File: src/rtl/core/b64se_pkg.sv
// b64se_pkg: shared types, constants and the alphabet lookup for the base64 stream encoder
// no dependencies
`timescale 1ns / 1ps
`default_nettype none
package b64se_pkg;

	localparam int unsigned GroupFifoDepth = 4;
	localparam int unsigned GroupPtrW = $clog2(GroupFifoDepth);
	localparam int unsigned GroupCntW = $clog2(GroupFifoDepth + 1);

	localparam logic [7:0] PAD_CHAR = 8'h3D;

	// number of '=' characters that close a group
	localparam logic [1:0] PAD_NONE = 2'd0;
	localparam logic [1:0] PAD_ONE  = 2'd1;
	localparam logic [1:0] PAD_TWO  = 2'd2;

	// character slots inside one group of four
	localparam logic [1:0] SLOT_0 = 2'd0;
	localparam logic [1:0] SLOT_1 = 2'd1;
	localparam logic [1:0] SLOT_2 = 2'd2;
	localparam logic [1:0] SLOT_3 = 2'd3;

	// one group of up to three raw bytes, first byte in the top bits
	typedef struct packed {
		logic [23:0] bits;
		logic [1:0]  pad;
		logic        last;
	} group_t;

	// standard alphabet: A-Z, a-z, 0-9, '+', '/'
	function automatic logic [7:0] sextet_char(input logic [5:0] v);
		logic [7:0] w;
		logic [7:0] ch;
		begin
			w = {2'b00, v};
			if (v < 6'd26) begin
				ch = w + 8'd65;
			end else if (v < 6'd52) begin
				ch = w + 8'd71;
			end else if (v < 6'd62) begin
				ch = w - 8'd4;
			end else if (v == 6'd62) begin
				ch = 8'h2B;
			end else begin
				ch = 8'h2F;
			end
			return ch;
		end
	endfunction

endpackage
`default_nettype wire

File: src/rtl/core/base64_stream_encoder.sv
// base64_stream_encoder: top level, front byte gatherer, group queue and character back end
// path: a closing byte goes via the group queue and group register to the output register
// throughput: one character per cycle on the result side while pop stays high,
// four per group of three bytes; the four-entry group queue absorbs bursts
// reset: arst_n clears the byte phase, the queue and the output register; no clearing pass
`timescale 1ns / 1ps
`default_nettype none
module base64_stream_encoder (
	input  wire logic       clk,
	input  wire logic       arst_n,
	// raw byte side
	input  wire logic       push,
	output logic            full,
	input  wire logic [7:0] data_byte,
	input  wire logic       end_of_message,
	// character side
	output logic            empty,
	input  wire logic       pop,
	output logic [7:0]      out_char,
	output logic            out_last
);

	logic              accept;
	logic              grp_push;
	b64se_pkg::group_t grp_in;
	b64se_pkg::group_t grp_out;
	logic              grp_pop;
	logic              fifo_full;
	logic              fifo_empty;

	// a beat is taken whenever the group queue has room, even while a result waits
	assign full = fifo_full;
	assign accept = push && !fifo_full;

	// front: keeps up to two pending bytes and forms a group on the third or final byte
	b64se_front u_front (
		.clk            (clk),
		.arst_n         (arst_n),
		.accept         (accept),
		.data_byte      (data_byte),
		.end_of_message (end_of_message),
		.grp_push       (grp_push),
		.grp_data       (grp_in)
	);

	// queue of complete groups, lets front and back stall independently
	b64se_group_fifo u_fifo (
		.clk        (clk),
		.arst_n     (arst_n),
		.wr_en      (grp_push),
		.wr_data    (grp_in),
		.rd_en      (grp_pop),
		.rd_data    (grp_out),
		.fifo_full  (fifo_full),
		.fifo_empty (fifo_empty)
	);

	// back: emits four characters per group, padding with '=' and flagging the last one
	b64se_back u_back (
		.clk       (clk),
		.arst_n    (arst_n),
		.grp_data  (grp_out),
		.grp_empty (fifo_empty),
		.grp_pop   (grp_pop),
		.pop       (pop),
		.empty     (empty),
		.out_char  (out_char),
		.out_last  (out_last)
	);

endmodule
`default_nettype wire

File: src/rtl/core/b64se_front.sv
// b64se_front: takes raw bytes, gathers them into groups of three and hands out group records
// depends on b64se_pkg
`timescale 1ns / 1ps
`default_nettype none
module b64se_front (
	input  wire logic                 clk,
	input  wire logic                 arst_n,
	input  wire logic                 accept,
	input  wire logic [7:0]           data_byte,
	input  wire logic                 end_of_message,
	output logic                      grp_push,
	output b64se_pkg::group_t         grp_data
);

	logic [7:0] pend0_q;
	logic [7:0] pend1_q;
	logic [1:0] phase_q;

	// group record built straight from the accepted beat
	always_comb begin
		grp_push = 1'b0;
		grp_data.bits = 24'd0;
		grp_data.pad = b64se_pkg::PAD_NONE;
		grp_data.last = 1'b1;
		unique case (phase_q)
			2'd1: begin
				grp_push = accept && end_of_message;
				grp_data.bits = {pend0_q, data_byte, 8'd0};
				grp_data.pad = b64se_pkg::PAD_ONE;
			end
			2'd2: begin
				grp_push = accept;
				grp_data.bits = {pend0_q, pend1_q, data_byte};
				grp_data.last = end_of_message;
			end
			default: begin
				// phase three never occurs and acts as phase zero
				grp_push = accept && end_of_message;
				grp_data.bits = {data_byte, 16'd0};
				grp_data.pad = b64se_pkg::PAD_TWO;
			end
		endcase
	end

	always_ff @(posedge clk or negedge arst_n) begin
		if (!arst_n) begin
			phase_q <= 2'd0;
			pend0_q <= 8'd0;
			pend1_q <= 8'd0;
		end else if (accept) begin
			if (end_of_message || phase_q == 2'd2) begin
				phase_q <= 2'd0;
			end else if (phase_q == 2'd1) begin
				pend1_q <= data_byte;
				phase_q <= 2'd2;
			end else begin
				pend0_q <= data_byte;
				phase_q <= 2'd1;
			end
		end
	end

endmodule
`default_nettype wire

File: src/rtl/core/b64se_group_fifo.sv
// b64se_group_fifo: short queue of group records between the front and the back
// depends on b64se_pkg
`timescale 1ns / 1ps
`default_nettype none
module b64se_group_fifo (
	input  wire logic                 clk,
	input  wire logic                 arst_n,
	input  wire logic                 wr_en,
	input  wire b64se_pkg::group_t    wr_data,
	input  wire logic                 rd_en,
	output b64se_pkg::group_t         rd_data,
	output logic                      fifo_full,
	output logic                      fifo_empty
);

	b64se_pkg::group_t mem_q [b64se_pkg::GroupFifoDepth];
	logic [b64se_pkg::GroupPtrW-1:0] wr_ptr_q;
	logic [b64se_pkg::GroupPtrW-1:0] rd_ptr_q;
	logic [b64se_pkg::GroupCntW-1:0] count_q;
	logic do_wr;
	logic do_rd;

	assign fifo_full = (count_q == b64se_pkg::GroupCntW'(b64se_pkg::GroupFifoDepth));
	assign fifo_empty = (count_q == '0);
	assign do_wr = wr_en && !fifo_full;
	assign do_rd = rd_en && !fifo_empty;
	assign rd_data = mem_q[rd_ptr_q];

	always_ff @(posedge clk) begin
		if (do_wr) begin
			mem_q[wr_ptr_q] <= wr_data;
		end
	end

	always_ff @(posedge clk or negedge arst_n) begin
		if (!arst_n) begin
			wr_ptr_q <= '0;
			rd_ptr_q <= '0;
			count_q <= '0;
		end else begin
			if (do_wr) begin
				wr_ptr_q <= wr_ptr_q + 1'b1;
			end
			if (do_rd) begin
				rd_ptr_q <= rd_ptr_q + 1'b1;
			end
			if (do_wr && !do_rd) begin
				count_q <= count_q + 1'b1;
			end else if (do_rd && !do_wr) begin
				count_q <= count_q - 1'b1;
			end
		end
	end

endmodule
`default_nettype wire

File: src/rtl/core/b64se_back.sv
// b64se_back: walks each group record into the output register, one character per cycle while popped
// depends on b64se_pkg
`timescale 1ns / 1ps
`default_nettype none
module b64se_back (
	input  wire logic                 clk,
	input  wire logic                 arst_n,
	input  wire b64se_pkg::group_t    grp_data,
	input  wire logic                 grp_empty,
	output logic                      grp_pop,
	input  wire logic                 pop,
	output logic                      empty,
	output logic [7:0]                out_char,
	output logic                      out_last
);

	b64se_pkg::group_t grp_q;
	logic       grp_valid_q;
	logic [1:0] slot_q;
	logic [7:0] char_q;
	logic       last_q;
	logic       out_valid_q;

	logic       out_free;
	logic       adv;
	logic       grp_done;
	logic [5:0] sextet;
	logic       is_pad;
	logic [7:0] next_char;

	assign out_free = !out_valid_q || pop;
	assign adv = grp_valid_q && out_free;
	assign grp_done = adv && (slot_q == b64se_pkg::SLOT_3);
	assign grp_pop = !grp_empty && (!grp_valid_q || grp_done);

	always_comb begin
		unique case (slot_q)
			b64se_pkg::SLOT_0: sextet = grp_q.bits[23:18];
			b64se_pkg::SLOT_1: sextet = grp_q.bits[17:12];
			b64se_pkg::SLOT_2: sextet = grp_q.bits[11:6];
			default:           sextet = grp_q.bits[5:0];
		endcase
		is_pad = ((slot_q == b64se_pkg::SLOT_3) && (grp_q.pad != b64se_pkg::PAD_NONE))
			|| ((slot_q == b64se_pkg::SLOT_2) && (grp_q.pad == b64se_pkg::PAD_TWO));
		next_char = is_pad ? b64se_pkg::PAD_CHAR : b64se_pkg::sextet_char(sextet);
	end

	always_ff @(posedge clk) begin
		if (adv) begin
			char_q <= next_char;
			last_q <= (slot_q == b64se_pkg::SLOT_3) && grp_q.last;
		end
		if (grp_pop) begin
			grp_q <= grp_data;
		end
	end

	always_ff @(posedge clk or negedge arst_n) begin
		if (!arst_n) begin
			out_valid_q <= 1'b0;
			grp_valid_q <= 1'b0;
			slot_q <= b64se_pkg::SLOT_0;
		end else begin
			if (adv) begin
				out_valid_q <= 1'b1;
			end else if (pop) begin
				out_valid_q <= 1'b0;
			end
			if (grp_pop) begin
				grp_valid_q <= 1'b1;
				slot_q <= b64se_pkg::SLOT_0;
			end else if (grp_done) begin
				grp_valid_q <= 1'b0;
				slot_q <= b64se_pkg::SLOT_0;
			end else if (adv) begin
				slot_q <= slot_q + 1'b1;
			end
		end
	end

	assign empty = !out_valid_q;
	assign out_char = char_q;
	assign out_last = last_q;

endmodule
`default_nettype wire

File: config.mk
export PLATFORM = sky130hd
export DESIGN_NAME = base64_stream_encoder
export DESIGN_NICKNAME = d
export VERILOG_FILES = /design/src/rtl/core/b64se_pkg.sv /design/src/rtl/core/base64_stream_encoder.sv /design/src/rtl/core/b64se_front.sv /design/src/rtl/core/b64se_group_fifo.sv /design/src/rtl/core/b64se_back.sv
export SDC_FILE = /design/constraint.sdc
export NUM_CORES = 1
export LEC_CHECK = 0
export BUFFER_PORTS_ARGS = -buffer_cell sky130_fd_sc_hd__buf_2
export CORE_MARGIN = 2
export CORE_UTILIZATION = 40
export DETAILED_ROUTE_END_ITERATION = 8
export PLACE_DENSITY = 0.56
export SYNTH_ARGS = -nofsm -noshare
export SYNTH_HDL_FRONTEND = slang
export SYNTH_HIERARCHICAL = 1
export SYNTH_SLANG_ARGS = --single-unit
File: constraint.sdc
create_clock -name clk -period 8.77 [get_ports clk]
set_clock_uncertainty 0.2 [all_clocks]
set_input_delay 0 -clock clk [delete_from_list [all_inputs] [get_ports clk]]
set_output_delay 0 -clock clk [all_outputs]
set_load 0.02 [all_outputs]
==> impl_results.md <==
* CP bufs+invs at 2
* Clock sinks at 173
* # rows at 49
* Comb power frac at 32.3%
* Type of the worst min-delay path: in2reg
* Largest stage delay on the critical path at 640 ps
* Pwr dens at 355 nW/um^2
* Reg2Reg Setup Slack at approximately 5500 ps
* Die footprint at 19,200 um^2
* Layout area overhead at 14.7%
* Req. time, crit path at around 8900 ps
* Core Area at approximately 18,000 um^2
* CTS clk-pin slew, worst paths at 60 ps
* Commonest non-fill, non-tap cell in the layout: edfxtp_1
* Crit-path max FO at 30
* Outcome: finished, final reports clean
* Layout cells sized above 1 at 26.3%
* Final Cycle Share at 37.4%
* Worst Hold Depth at 3
* Number of DRC markers in iteration 0 at 254
* Worst reg2reg path startpoint: u_back/slot_q[0]
* Top FF cell, synth: edfxtp_1
* Initial antenna violation count at 0
* Vias in the first global route at 3,738
* Area of the mapped netlist at approximately 7300 um^2
* GP Congestion at 0.754
* Pleak at ~0.003 uW
* Post-synth top area share at 59.6%
* RSZ-0062 raised after global routing: false
* Crit Path Class: reg2reg
* Pre-Repair DR Iteration Count at 6
* Post-synth EDFFs at 144
* DRC at 0
* Crit path launch type: flop
* Crit-path cells: ha_1 -> nand3_1 -> a21oi_2 -> buf_4 -> nand2_1 -> ha_1 -> inv_1 -> fa_1 -> mux2_2
* Fill cell count at 1,577
* DRT antenna net count at 0
* Worst VDD drop at 0.222 mV
* Hold path start: data_byte[2]
* Final Max Slew Viols at 0
* Buffers on Ports at 23
* Part of the power in the clock network at 24.6%
* YS warnings at 6
* Min cycle time layout at between 3000 and 4000 ps
* Worst-Margin Slew at 988 ps
* Sw Ratio at 31.7%
* Largest delay share family, worst path: adder cells
* Sequential Power Share at 43.2%
* CTS tree: built
* Synth area leader: edfxtp_1
* Global-route wire length before repair at between 20 and 25 mm
* Worst EP arrival at 3380 ps
* Total track usage at 14.3%
* Vias per Instance at 5.23
* Cell count after synthesis at 409
* Setup Fix Bufs, Post-CTS at 0
* Sequential area share after synthesis at 69.6%
* Final setup vio count at 0
* Synth top area cells: edfxtp_1 60%, dfrtp_1 10%, mux4_2 8.1%
* Power, Total at 2950 uW
* # Max-Cap Violations at 0
* Grt total ovfl at 0
* Vias at roughly 3,600
* Internal at 2020 uW
* Hold-critical path endpoint: u_front/pend1_q[2]
* Mapped Avg Cell Area at 17.7 um^2
* Htree depth at 4
* Worst skew pair latency at 420 ps
* Rel. slew slack at 34.1%
* Dpl hpwl at 8.18 mm
* Slowest stage cell, crit path: ha_1
* Worst Setup End Kind: flop
* Synth async-reset ratio at 16.8%
* Largest net degree at the start of global routing at 31
* Die H at 139 um
* Critical R2R Capture: u_fifo/count_q[1]
* Boundary Pins at 24
* Switch Pwr at approximately 940 uW
* Initial core utilization at 40.5%
* Final-stage net count at ~480
* TNS Setup at 0 ps
* Final wirelength at 12.8 mm
* Yosys reg bits at 173
* Yosys cell types at 58
* Reg2reg path depth at 9
* Clock Tree Root: clkbuf_16
* Hold Vio Cnt, Final at 0
* Most frequent cells in the layout: 144 x edfxtp_1, 28 x dfrtp_1, 26 x mux4_2
* Die X-Extent at 139 um
* CP dominant cell by count: ha_1
* Fmax at 305 MHz
* Per-cell routed wire length at 18.3 um
* CTS max path bufs at 2
* Post-Syn Nets at 438
* Ant diodes at 0
* CTS Buf Count at 17
-- repair_timing --
action | CTS | global route
gates resized for setup | 0 | 0
endpoints found under the hold margin | 146 | 0
hold buffers | 15 | 0
-- cell usage after synthesis (3+ instances only) --
cell        n
xnor2_1     5
and2_1     13
mux2i_1     3
mux2_4      5
mux2_2     18
a22oi_1     8
o21ai_0    17
nand3_1     3
inv_1      19
ha_1       15
nand2_1    12
buf_6       4
a222oi_1    6
clkbuf_1    4
dfrtp_1    29
mux4_2     26
edfxtp_1  144
nor2_1     16
buf_2       6
nand2b_1    3
a21oi_1     5
-- power groups by stage --
| stage | logic (uW) | registers [uW] | clock network (uW) |
|---|---|---|---|
| detailed placement | 948 | 1300 | 0 |
| CTS | 961 | 1280 | 744 |
| floorplan | 755 | 1260 | 0 |
| global placement | 922 | 1290 | 0 |
| finish | 953 | 1270 | 725 |
| global route | 1060 | 1300 | 779 |
-- how the worst max path moves through the flow --
stage / startpoint / endpoint / slack, ps / depth (start not counted)
2_1_floorplan: u_back/slot_q[0] / u_fifo/count_q[1] / 4740 / 10
3_3_place_gp: u_back/slot_q[0] / u_fifo/count_q[1] / 5560 / 9
3_5_place_dp: u_back/slot_q[0] / u_fifo/count_q[1] / 5460 / 9
4_1_cts: u_back/slot_q[0] / u_fifo/count_q[1] / 5450 / 9
5_1_grt: u_back/slot_q[0] / u_fifo/count_q[1] / 5230 / 9
6_report: u_back/slot_q[0] / u_fifo/count_q[1] / 5490 / 9
-- cells by family (layout without fill, tap and decap cells) --
kind of cell | Yosys count | in the layout | share of synthesized area (%)
flip-flops | 173 | 173 | 69.6
multiplexers | 56 | 56 | 13.2
AND/OR/NAND/NOR | 58 | 58 | 4.50
adder cells (fa/ha/maj) | 16 | 16 | 2.86
AO/OA/AOI/OAI | 62 | 62 | 6.26
other | 1 | 1 | 0.0517
XOR/XNOR | 7 | 7 | 0.845
buffers and inverters | 36 | 95 | 2.66
-- area by class of cell --
| class | count | area (um^2) | share of cell area [%] |
|---|---|---|---|
| flip-flops and latches | 173 | 5050 | 60.7 |
| multi-input cells | 200 | 2020 | 24.2 |
| clock buffers | 20 | 457 | 5.49 |
| repair buffers | 43 | 313 | 3.76 |
| well taps | 229 | 287 | 3.44 |
| clock inverters | 12 | 120 | 1.44 |
| inverters | 20 | 75.1 | 0.902 |
-- state kept, by name, summed over array words and instances (netlist names), 2 cells and up --
signal,count
u_fifo/rd_ptr_q,2
u_fifo/wr_ptr_q,2
u_front/pend1_q,8
u_fifo/mem_q,108
u_back/grp_q,27
u_front/phase_q,2
u_back/out_char,8
u_back/slot_q,2
u_fifo/count_q,3
u_front/pend0_q,8
-- worst register-to-register path: cells and delay by family (launching register included) --
kind                       cells  cell delay, ps
DFF                            1             420
buffers and inverters          2             420
adders and majority gates      3            1280
muxes                          1             270
AOI/OAI and AO/OA              1             190
and+or+nand+nor                2             390
-- routing by layer --
layer | vias to the layer above | wire length [um] | GRT usage [%]
li1 | 1699 | - | -
met3 | 14 | 548 | 3.18
met4 | 0 | 183 | 5.42
met1 | 1845 | 5880 | 19.3
met5 | - | 0 | 0
met2 | 88 | 6160 | 22.8
-- per-stage QoR --
stage	hold slack, ps	utilization (%)	area (um^2)	std cells	worst slack [ps]
floorplan	-496	-	7250	409	4740
global placement	-123	42.4	7580	650	5560
detailed placement	-115	42.4	7580	650	5460
CTS	195	46.5	8320	697	5450
global route	216	46.5	8320	697	5230
finish	208	46.5	8320	697	5490
(Power assumes the default switching activity.)
